--- config.mk ---
export PLATFORM = sky130hd
export DESIGN_NAME = slot_table_allocator_core
export DESIGN_NICKNAME = d
export VERILOG_FILES = /design/src/rtl/slt_pkg.sv /design/src/rtl/slt_key_ram.sv /design/src/rtl/slt_match_unit.sv /design/src/rtl/slot_table_allocator_core.sv
export SDC_FILE = /design/constraint.sdc
export NUM_CORES = 1
export LEC_CHECK = 0
export ABC_AREA = 1
export BUFFER_PORTS_ARGS = -buffer_cell sky130_fd_sc_hd__buf_2
export CAP_MARGIN = 20
export CORE_MARGIN = 3
export CORE_UTILIZATION = 30
export CTS_CLUSTER_DIAMETER = 100
export DETAILED_ROUTE_END_ITERATION = 16
export SKIP_LAST_GASP = 1
export SLEW_MARGIN = 40
export SYNTH_ARGS = -nofsm -noshare
export SYNTH_HDL_FRONTEND = slang
export SYNTH_SLANG_ARGS = --single-unit
--- constraint.sdc ---
create_clock -name clk -period 6 [get_ports clk]
set_clock_uncertainty 0.05 [all_clocks]
set_input_delay 0.9 -clock clk [delete_from_list [all_inputs] [get_ports clk]]
set_output_delay 0.9 -clock clk [all_outputs]
set_load 0.03 [all_outputs]
--- src/rtl/slt_pkg.sv ---
// slot table allocator: shared types and command codes
// used by slt_key_ram, slt_match_unit and slot_table_allocator_core; no dependencies
package slt_pkg;

    localparam int KEY_W  = 16;
    localparam int TYPE_W = 8;
    localparam int ORD_W  = 5;
    localparam int CAP_W  = 5;
    localparam int SEL_W  = 4;

    typedef logic [1:0]        cmd_t;
    typedef logic [KEY_W-1:0]  key_t;
    typedef logic [TYPE_W-1:0] type_t;

    localparam cmd_t CMD_ADD    = 2'd0;
    localparam cmd_t CMD_REMOVE = 2'd1;
    localparam cmd_t CMD_FIND   = 2'd2;
    localparam cmd_t CMD_NTH    = 2'd3;

    // compare outcome for one scanned slot
    typedef struct packed {
        logic hit;   // slot ends the scan
        logic cnt;   // slot counts toward the ordinal
    } match_t;

endpackage

--- src/rtl/slt_key_ram.sv ---
// key storage of the slot table: one write port, one registered read port
// depends on slt_pkg
module slt_key_ram #(
    parameter int DEPTH  = 16,
    parameter int ADDR_W = 4
) (
    input  logic              clk,
    input  logic              wr_en,
    input  logic [ADDR_W-1:0] wr_addr,
    input  slt_pkg::key_t     wr_data,
    input  logic              rd_en,
    input  logic [ADDR_W-1:0] rd_addr,
    output slt_pkg::key_t     rd_data
);
    import slt_pkg::*;

    key_t key_mem [DEPTH];
    key_t rdata_reg;

    always_ff @(posedge clk)
    begin
        if (wr_en)
        begin
            key_mem[wr_addr] <= wr_data;
        end
    end

    always_ff @(posedge clk)
    begin
        if (rd_en)
        begin
            rdata_reg <= key_mem[rd_addr];
        end
    end

    assign rd_data = rdata_reg;

endmodule

--- src/rtl/slt_match_unit.sv ---
// shared slot compare unit: decides whether a scanned slot ends the scan and whether it counts toward the ordinal
// depends on slt_pkg
module slt_match_unit (
    input  slt_pkg::cmd_t   cmd,
    input  logic            occ,
    input  slt_pkg::key_t   slot_key,
    input  slt_pkg::key_t   item_key,
    input  slt_pkg::type_t  type_code,
    input  logic            last,
    output slt_pkg::match_t res
);
    import slt_pkg::*;

    logic key_eq;
    logic type_eq;

    assign key_eq  = (slot_key == item_key);
    assign type_eq = (slot_key[KEY_W-1:KEY_W-TYPE_W] == type_code);

    always_comb
    begin
        res = '0;
        unique case (cmd)
            CMD_ADD:
            begin
                res.hit = !occ;
            end
            CMD_FIND:
            begin
                res.hit = occ && key_eq;
            end
            CMD_NTH:
            begin
                res.cnt = occ && type_eq;
                res.hit = occ && type_eq && last;
            end
            default:
            begin
                res = '0;
            end
        endcase
    end

endmodule

--- src/rtl/slot_table_allocator_core.sv ---
// slot table allocator top level: command sequencer, occupancy bits, scan control
// depends on slt_pkg, slt_key_ram, slt_match_unit
//
// usage
// - command channel: a transfer happens at a rising edge with start high and busy
//   low; cmd, item_key, slot_sel, type_code and ordinal are sampled then
// - result channel: done is high for exactly one cycle with ok, slot_out, key_out
//   and used_out valid; the receiver cannot stall, every result must be taken
// - config channel: cfg_capacity is written on cfg_valid && cfg_ready (ready is
//   always high); a write clears every occupied bit and the used count, and should
//   only be issued while the block is idle
// - completion: remove, full-table add, empty/zero-ordinal nth give done in the
//   cycle after the transfer; add, find and nth scan one slot per cycle, up to the
//   first min(capacity, SLOTS) slots, through the shared compare unit behind the
//   key ram read port
// - throughput: one command at a time; busy drops in the cycle done is shown, so
//   the next command can transfer in that same cycle
// - reset: capacity goes to 16, the table is empty; key storage is not cleared,
//   a key is only read back from an occupied slot
module slot_table_allocator_core #(
    parameter int SLOTS = 16
) (
    input  logic                   clk,
    input  logic                   rst_n,
    // command channel
    input  logic                   start,
    output logic                   busy,
    input  slt_pkg::cmd_t          cmd,
    input  slt_pkg::key_t          item_key,
    input  logic [slt_pkg::SEL_W-1:0] slot_sel,
    input  slt_pkg::type_t         type_code,
    input  logic [slt_pkg::ORD_W-1:0] ordinal,
    // result channel
    output logic                   done,
    output logic                   ok,
    output logic [slt_pkg::SEL_W-1:0] slot_out,
    output slt_pkg::key_t          key_out,
    output logic [slt_pkg::CAP_W-1:0] used_out,
    // config channel
    input  logic                   cfg_valid,
    output logic                   cfg_ready,
    input  logic [slt_pkg::CAP_W-1:0] cfg_capacity
);
    import slt_pkg::*;

    // index and count widths follow the slot count
    localparam int IDX_W = (SLOTS > 1) ? $clog2(SLOTS) : 1;
    localparam int CNT_W = $clog2(SLOTS + 1);
    localparam int CMP_W = (CNT_W > CAP_W) ? CNT_W : CAP_W;

    // sequencer states
    localparam logic ST_IDLE = 1'b0;
    localparam logic ST_SCAN = 1'b1;

    logic                 state_reg,    state_next;
    logic [CAP_W-1:0]     capacity_reg, capacity_next;
    logic [SLOTS-1:0]     occ_reg,      occ_next;
    logic [CNT_W-1:0]     used_reg,     used_next;

    // latched command
    cmd_t                 cmd_reg,      cmd_next;
    key_t                 ikey_reg,     ikey_next;
    type_t                type_reg,     type_next;
    logic [ORD_W-1:0]     left_reg,     left_next;

    // scan pointers: address issued and slot whose data is back
    logic [CNT_W-1:0]     scan_reg,     scan_next;
    logic                 pend_reg,     pend_next;
    logic [IDX_W-1:0]     pidx_reg,     pidx_next;

    // result registers
    logic                 done_reg,     done_next;
    logic                 ok_reg,       ok_next;
    logic [SEL_W-1:0]     slot_reg,     slot_next;
    key_t                 key_reg,      key_next;

    logic [CNT_W-1:0]     cap_use;
    logic [CMP_W-1:0]     sel_w;
    logic [IDX_W-1:0]     sel_idx;
    logic                 rm_ok;
    logic                 wr_en;
    logic                 rd_en;
    key_t                 rd_data;
    match_t               mres;

    // usable capacity saturates at the table size
    assign cap_use = (CMP_W'(capacity_reg) > CMP_W'(SLOTS)) ? CNT_W'(SLOTS)
                                                          : CNT_W'(capacity_reg);
    assign sel_w   = CMP_W'(slot_sel);
    assign sel_idx = sel_w[IDX_W-1:0];
    assign rm_ok   = (sel_w < CMP_W'(cap_use)) && occ_reg[sel_idx];

    slt_key_ram #(
        .DEPTH  (SLOTS),
        .ADDR_W (IDX_W)
    ) u_key_ram (
        .clk     (clk),
        .wr_en   (wr_en),
        .wr_addr (pidx_reg),
        .wr_data (ikey_reg),
        .rd_en   (rd_en),
        .rd_addr (scan_reg[IDX_W-1:0]),
        .rd_data (rd_data)
    );

    // one compare per cycle on the slot whose key just came back
    slt_match_unit u_match (
        .cmd       (cmd_reg),
        .occ       (occ_reg[pidx_reg]),
        .slot_key  (rd_data),
        .item_key  (ikey_reg),
        .type_code (type_reg),
        .last      (left_reg == ORD_W'(1)),
        .res       (mres)
    );

    always_comb
    begin
        state_next    = state_reg;
        capacity_next = capacity_reg;
        occ_next      = occ_reg;
        used_next     = used_reg;
        cmd_next      = cmd_reg;
        ikey_next     = ikey_reg;
        type_next     = type_reg;
        left_next     = left_reg;
        scan_next     = scan_reg;
        pend_next     = pend_reg;
        pidx_next     = pidx_reg;
        done_next     = 1'b0;
        ok_next       = ok_reg;
        slot_next     = slot_reg;
        key_next      = key_reg;
        wr_en         = 1'b0;
        rd_en         = 1'b0;

        unique case (state_reg)
            ST_IDLE:
            begin
                if (start)
                begin
                    cmd_next  = cmd;
                    ikey_next = item_key;
                    type_next = type_code;
                    left_next = ordinal;
                    scan_next = '0;
                    pend_next = 1'b0;
                    ok_next   = 1'b0;
                    slot_next = '0;
                    key_next  = '0;
                    unique case (cmd)
                        CMD_ADD:
                        begin
                            if (used_reg < cap_use)
                            begin
                                state_next = ST_SCAN;
                            end
                            else
                            begin
                                done_next = 1'b1;
                            end
                        end
                        CMD_REMOVE:
                        begin
                            done_next = 1'b1;
                            if (rm_ok)
                            begin
                                ok_next           = 1'b1;
                                occ_next[sel_idx] = 1'b0;
                                if (used_reg != '0)
                                begin
                                    used_next = used_reg - CNT_W'(1);
                                end
                            end
                        end
                        CMD_FIND:
                        begin
                            state_next = ST_SCAN;
                        end
                        CMD_NTH:
                        begin
                            if ((used_reg != '0) && (ordinal != '0))
                            begin
                                state_next = ST_SCAN;
                            end
                            else
                            begin
                                done_next = 1'b1;
                            end
                        end
                        default:
                        begin
                            done_next = 1'b1;
                        end
                    endcase
                end
            end
            ST_SCAN:
            begin
                pend_next = 1'b0;
                if (pend_reg && mres.hit)
                begin
                    // slot found, close the scan
                    state_next = ST_IDLE;
                    done_next  = 1'b1;
                    ok_next    = 1'b1;
                    if ((cmd_reg == CMD_ADD) || (cmd_reg == CMD_FIND))
                    begin
                        slot_next = SEL_W'(pidx_reg);
                    end
                    if (cmd_reg == CMD_NTH)
                    begin
                        key_next = rd_data;
                    end
                    if (cmd_reg == CMD_ADD)
                    begin
                        wr_en              = 1'b1;
                        occ_next[pidx_reg] = 1'b1;
                        used_next          = used_reg + CNT_W'(1);
                    end
                end
                else
                begin
                    if (pend_reg && mres.cnt)
                    begin
                        left_next = left_reg - ORD_W'(1);
                    end
                    if (scan_reg < cap_use)
                    begin
                        rd_en     = 1'b1;
                        pend_next = 1'b1;
                        pidx_next = scan_reg[IDX_W-1:0];
                        scan_next = scan_reg + CNT_W'(1);
                    end
                    else
                    begin
                        // every usable slot checked without a hit
                        state_next = ST_IDLE;
                        done_next  = 1'b1;
                    end
                end
            end
            default:
            begin
                state_next = ST_IDLE;
            end
        endcase

        // capacity write empties the table
        if (cfg_valid && cfg_ready)
        begin
            capacity_next = cfg_capacity;
            occ_next      = '0;
            used_next     = '0;
        end
    end

    always_ff @(posedge clk or negedge rst_n)
    begin
        if (!rst_n)
        begin
            state_reg    <= ST_IDLE;
            capacity_reg <= CAP_W'(16);
            occ_reg      <= '0;
            used_reg     <= '0;
            scan_reg     <= '0;
            pend_reg     <= 1'b0;
            done_reg     <= 1'b0;
        end
        else
        begin
            state_reg    <= state_next;
            capacity_reg <= capacity_next;
            occ_reg      <= occ_next;
            used_reg     <= used_next;
            scan_reg     <= scan_next;
            pend_reg     <= pend_next;
            done_reg     <= done_next;
        end
    end

    // payload registers, no reset needed
    always_ff @(posedge clk)
    begin
        cmd_reg  <= cmd_next;
        ikey_reg <= ikey_next;
        type_reg <= type_next;
        left_reg <= left_next;
        pidx_reg <= pidx_next;
        ok_reg   <= ok_next;
        slot_reg <= slot_next;
        key_reg  <= key_next;
    end

    assign busy      = (state_reg != ST_IDLE);
    assign cfg_ready = 1'b1;
    assign done      = done_reg;
    assign ok        = ok_reg;
    assign slot_out  = slot_reg;
    assign key_out   = key_reg;
    assign used_out  = CAP_W'(used_reg);

    // occupancy count never exceeds the usable capacity
    a_used_bound: assert property (@(posedge clk) disable iff (!rst_n)
        used_reg <= cap_use)
        else $error("used count above usable capacity");

    // scan pointer stays within the usable slots
    a_scan_bound: assert property (@(posedge clk) disable iff (!rst_n)
        (state_reg == ST_SCAN) |-> (scan_reg <= cap_use))
        else $error("scan pointer past usable capacity");

    // a failed command reports zero slot and key
    a_fail_zero: assert property (@(posedge clk) disable iff (!rst_n)
        (done_reg && !ok_reg) |-> ((slot_reg == '0) && (key_reg == '0)))
        else $error("failed result carries slot or key");

    // an accepted command either finishes at once or starts a scan
    a_start_next: assert property (@(posedge clk) disable iff (!rst_n)
        (start && !busy) |=> (done_reg || (state_reg == ST_SCAN)))
        else $error("accepted command neither done nor scanning");

endmodule

======== Yosys cells after proc, flatten, opt, wreduce, memory -nomap -nowiden ========
Memory sizes are Yosys's and may differ from the RTL's. A register that Yosys moved wholly into a read port is not among the register bits.
Cells that the tools add are included.
cells by class
  bitwise logic cells ..................... 5
  $add $sub $neg .......................... 4
  reduce and logical (&&, ||, !) cells .... 24
  equality and inequality tests ........... 21
  multiplexer cells ....................... 69
  order comparisons ....................... 8
operator list
  kind                                                         count
  2-to-1 mux 16 bit                                            9
  2-to-1 mux 5 bit                                             14
  one-hot mux 16 bit (2 select lines)                          2
  one-hot mux 5 bit (2 select lines)                           3
  2-to-1 mux 1 bit                                             26
  bitwise AND 16 bit                                           1
  equality test 16 bit                                         1
  NOT 16 bit                                                   1
  bitwise OR 16 bit                                            1
  AND reduction 3 bit                                          5
  2-to-1 mux 4 bit                                             3
  adder 5 x 1 -> 5 bit (second input constant)                 2
  less-than comparator 4 x 5 -> 1 bit (second input constant)  2
  less-than comparator 5 bit                                   2
  inequality test 2 x 1 -> 1 bit (second input constant)       5
  nonzero test 5 bit                                           2
  subtractor 5 x 1 -> 5 bit (second input constant)            2
  logical AND 1 bit                                            9
  inequality test 3 x 2 -> 1 bit (second input constant)       3
  inequality test 3 bit (second input constant)                3
  one-hot mux 1 bit (3 select lines)                           3
  binary-select mux 1 bit (select 4 bit)                       2
  demux 1 bit (select 4 bit)                                   2
  equality test 2 bit (second input constant)                  4
  other kinds (16)                                             24
word-level totals
  output and inout bits ................... 29
  register bits after elaboration ......... 90
  bits in writable memories ............... 256
  input port bits ......................... 44
  logic and storage cells ................. 147
  memories kept ........................... 1
memory list
  name               depth  width  read ports  clocked after Yosys merged registers in  wr ports  RTL line           RTL
  u_key_ram.key_mem  16     16     1           1                                        1         slt_key_ram.sv:17  key_t key_mem [DEPTH];

======== Logic depth before layout (Yosys ltp) ========
  depth in word-level cells ............... 11
  gate-level depth with buffers ........... 17
  gate-level depth less buffers ........... 17

======== Modules after synthesis ========
A second synthesis with hierarchy kept.
unflattened totals
  cell total of the unflattened synthesis .. 1,702
  area, all modules ....................... 16,704.8 um^2
modules (own cells, without submodules)
  module                     area an instance (um^2)  seq. area each (um^2)  cells an instance  times used
  slt_key_ram                11,549.8                 8,167.8                1,076              1
  slot_table_allocator_core  4,682.0                  2,533.7                520                1
  slt_match_unit             473.0                    0.0                    106                1

======== Worst setup path after synthesis ========
Ideal clock, no wire load.
  path type ............................... input to register
  start ................................... in start
  end ..................................... reg key_reg[0], in the netlist key_out[0], enable pin
  slack ................................... 2,081 ps
  cell stages on the path ................. 4
  buffers on the path ..................... 0
  required time ........................... 5,556 ps
  setup time .............................. 394 ps
  arrival ................................. 3,475 ps
  cell sequence ........................... inv_1 -> nor2_1 -> inv_1 -> a21oi_1
on the way
  word-level cells in the longest chain between the ends .. 2
ends and longest elaborated chain
  what                                    RTL line                          RTL
  from (decl)                             slot_table_allocator_core.sv:26   input logic start,
  inequality test 2 bit (no source line)  n/a
  AND reduction 3 bit (no source line)    n/a
  to (signal assigned)                    slot_table_allocator_core.sv:292  key_reg <= key_next;
  to (decl)                               slot_table_allocator_core.sv:75   key_t key_reg, key_next;
Every way passes these cells.
A chain may end at the register's enable or synchronous reset.

======== Final worst setup path ========
  start ................................... reg ikey_reg[1]
  end ..................................... mem u_key_ram.key_mem[4][15] (netlist bit), enable pin
on the way
  word-level cells in the longest chain between the ends .. 8
ends and longest elaborated chain
  what                                    RTL line                          RTL
  from (decl)                             slot_table_allocator_core.sv:62   key_t ikey_reg, ikey_next;
  from (signal assigned)                  slot_table_allocator_core.sv:286  ikey_reg <= ikey_next;
  equality test 16 bit                    slt_match_unit.sv:17              assign key_eq = (slot_key == item_key);
  logical AND 1 bit                       slt_match_unit.sv:30              res.hit = occ && key_eq;
  one-hot mux 1 bit (3 select lines)      slt_match_unit.sv:23              unique case (cmd)
  logical AND 1 bit                       slot_table_allocator_core.sv:201  if (pend_reg && mres.hit)
  2-to-1 mux 1 bit                        slot_table_allocator_core.sv:201
  2-to-1 mux 1 bit                        slot_table_allocator_core.sv:137  unique case (state_reg)
  2-to-1 mux 1 bit                        slt_key_ram.sv:22                 if (wr_en)
  2-to-1 mux 1 bit (implied by the code)  slt_key_ram.sv:24                 key_mem[wr_addr] <= wr_data;
  to (decl)                               slt_key_ram.sv:17
Every way passes these cells.

==> flow_metrics.py <==
metrics = {
    "drt": {
        "via_count": 10520,
        "drtPass1Iterations": 5,
        "drt_iter0_markers": 903,
        "ant_nets": 0,
        "wl_per_cell_um": 18.39,
        "drc": 0,
        "postRouteWirelength_um": 39080,
        "vias_per_cell": 4.948,
    },
    "clocking": {
        "post_cts_resize_count": 0,
        "cts_sinks": 362,
        "cts_setup_buffers": 0,
        "clk_pin_slew_ps": 60,
        "cts_hold_buf": 0,
        "cts_max_level": 2,
        "cts_buffers": 40,
        "cts_tree": "built",
        "cts_buffer_depth": 3,
        "clock_latency_ps": 570,
        "root_buffer": "clkbuf_16",
    },
    "logic_synthesis": {
        "synthAdderAreaFrac_pct": 1.489,
        "synth_fp_nets": 1402,
        "ys_ff_latch": 362,
        "synth-edff-count": 328,
        "synthSimpleGateAreaFrac_pct": 14.33,
        "avgSynthCellArea_um2": 11.66,
        "synth_cells": 1340,
        "synthMuxAreaShare_pct": 1.602,
        "ys_seq_area_share_pct": 68.49,
        "synth.distinct_cells": 47,
        "syn_area_um2": 15620,
        "yosys_warnings": 0,
        "ys.flop_type": "edfxtp_1",
        "synth_xor_area_share_pct": 0.9529,
        "synth_compound_area_share_pct": 9.113,
        "synthArstFlopShare_pct": 9.392,
        "synth_top_family_by_area": "simple AND/OR/NAND/NOR gates",
    },
    "critical_path": {
        "worstRegToRegCells": 13,
        "endpoint_kind": "flop",
        "critPathKind": "flop to flop",
        "r2r-end": "u_key_ram.key_mem[4][15]",
        "r2r_start": "ikey_reg[1]",
        "cp-start-kind": "flop",
        "ff2ff_setup_slack_ps": 2550,
        "cp_max_fo": 18,
        "required_ps": 6200,
        "cp.arrival_ps": 3650,
    },
    "final_layout": {
        "diodes": 0,
        "area_growth_pct": 16.81,
        "drive_above_1_share_pct": 13.49,
        "largest_reg_flops": 256,
        "final_nets": 1476,
        "top_register": "u_key_ram.key_mem",
    },
    "sta": {
        "min_period_ps": 3451,
        "finalSetupViolCount": 0,
        "timing.fmax_mhz": 289.8,
        "min_period_over_period_pct": 57.51,
        "drv_slew": 0,
        "final-hold-violation-count": 0,
        "tightestPinTransition_ps": 787.8,
        "grt_setup_unrepaired": "false",
        "setup_tns_ps": 0,
        "slew_headroom_pct": 47.48,
    },
    "outcome": {
        "outcome": "complete, no violations",
    },
    "floorplan": {
        "dieArea_um2": 54860,
        "rows": 83,
        "initial_core_util_pct": 30.40,
        "coreArea_um2": 51410,
        "ios": 73,
        "die_h_um": 234.2,
        "die_w_um": 234.2,
    },
    "pwr": {
        "p_per_area_nw_per_um2": 446.6,
        "leakagePower_nw": 6.660,
        "p_total_mw": 8.151,
        "ir_drop_uv": 217.6,
    },
    "global_routing": {
        "grt_usage_pct": 14.29,
        "grt-ovfl-total": 0,
        "antenna_found_initial": 0,
        "grt_pass1_vias": 10090,
        "grt_max_degree": 96,
        "grt_pass1_wl_um": 60420,
    },
    "placement": {
        "dpl.hpwl_um": 24950,
        "place.gp.congestion": 0.8794,
        "portBuffers": 71,
    },
    "hold_path": {
        "min_path_type": "input port to asynchronous set/reset pin",
    },
    "run": {
        "drv_cap": 0,
    },
}
cell families (layout without fill, tap and decap cells):
| group | Yosys count | after routing |
|---|---|---|
| AND/OR/NAND/NOR | 544 | 544 |
| buffers and inverters | 159 | 264 |
| AO/OA/AOI/OAI | 214 | 214 |
| other | 1 | 1 |
| flip-flops | 362 | 362 |
| adder cells (fa/ha/maj) | 18 | 18 |
| multiplexers | 25 | 25 |
| XOR/XNOR | 17 | 17 |
final cells by class:
class,count,area [µm²]
well taps,680,850.8
repair buffers,94,541.8
clock inverters,24,302.8
multi-input cells,819,4414
clock buffers,49,1066
flip-flops and latches,362,10710
fillers,4988,33150
inverters,97,366.6
routing by layer:
layer / vias to the layer above / wire [µm] / track usage [%]
met3: 55 / 2677 / 2.697
met1: 5185 / 17460 / 20.09
met4: 0 / 689 / 3.883
li1: 4915 / - / -
met5: - / 0 / 0
met2: 360 / 18250 / 22.69
cell usage after synthesis, types with 7 or more instances:
library cell	instances	area (µm²)
nand3_1	41	205.2
buf_2	9	45.04
nand4_1	17	106.4
edfxtp_1	328	9849
inv_2	8	30.03
a221oi_1	12	105.1
mux2i_1	25	250.2
clkbuf_1	44	165.2
xnor2_1	11	96.34
o21ai_0	98	490.5
o32ai_1	39	341.6
nand2_1	261	979.7
inv_1	84	315.3
dfrtp_1	33	825.8
ha_1	17	212.7
o211ai_1	7	52.55
nor2_1	203	762.0
a21oi_1	13	65.06
o221ai_1	26	227.7
where the power goes:
group,internal (mW),switching (mW),total [mW]
Sequential,3.14,0.337,3.48
Combinational,0.648,1.48,2.13
Clock,1.54,1.00,2.54
worst max-delay path: stages, from the launching register on:
cell and delay, ps:
edfxtp_1 730, inv_1 90, nand2_1 80, nand2_1 70, nor2_1 110, nand2_1 60
nor2_1 110, nand2_1 60, nor2_1 190, nand2_1 90, nand3_2 130, nand4_4 410
nor2_2 600, buf_4 320
cells in the final DEF (no fill, tap or decap), types with 7 or more instances in the layout:
cell type / netlist / routed
buf_4: 2 / 21
ha_1: 17 / 17
dfrtp_1: 33 / 31
buf_2: 9 / 70
clkbuf_1: 44 / 7
o21ai_0: 98 / 97
xnor2_1: 11 / 11
o32ai_1: 39 / 39
o21ai_1: 6 / 7
clkinv_1: 4 / 12
a21oi_1: 13 / 12
nand4_1: 17 / 17
clkbuf_16: 0 / 41
mux2i_1: 25 / 25
nor2_4: 2 / 13
o221ai_1: 26 / 26
nand2_1: 261 / 261
inv_2: 8 / 8
edfxtp_1: 328 / 328
nand3_1: 41 / 41
inv_1: 84 / 84
a221oi_1: 12 / 12
nor2_1: 203 / 191
o211ai_1: 7 / 7
worst max path at each step:
| stage | from | to | slack (ps) |
|---|---|---|---|
| 6_report | ikey_reg[1] | u_key_ram.key_mem[4][15] | 2550 |
| 5_1_grt | ikey_reg[1] | u_key_ram.key_mem[4][15] | 2240 |
| 4_1_cts | ikey_reg[1] | u_key_ram.key_mem[4][15] | 1880 |
| 3_5_place_dp | ikey_reg[14] | u_key_ram.key_mem[4][15] | 1950 |
| 3_3_place_gp | ikey_reg[1] | u_key_ram.key_mem[6][2] | 2290 |
| 2_1_floorplan | start | key_out[0] | 2080 |
stage by stage:
step	hold WS (ps)	utilization, %	setup slack, ps	area, µm²	cells
2_1_floorplan	401.2	-	2081	15630	1340
3_3_place_gp	434.3	32.68	2291	16800	2052
3_5_place_dp	438.9	32.81	1946	16860	2052
4_1_cts	395.6	35.47	1879	18230	2125
5_1_grt	262.1	35.50	2240	18250	2125
6_report	244.8	35.50	2549	18250	2125
No activity file was read; power rests on OpenSTA's default activity.
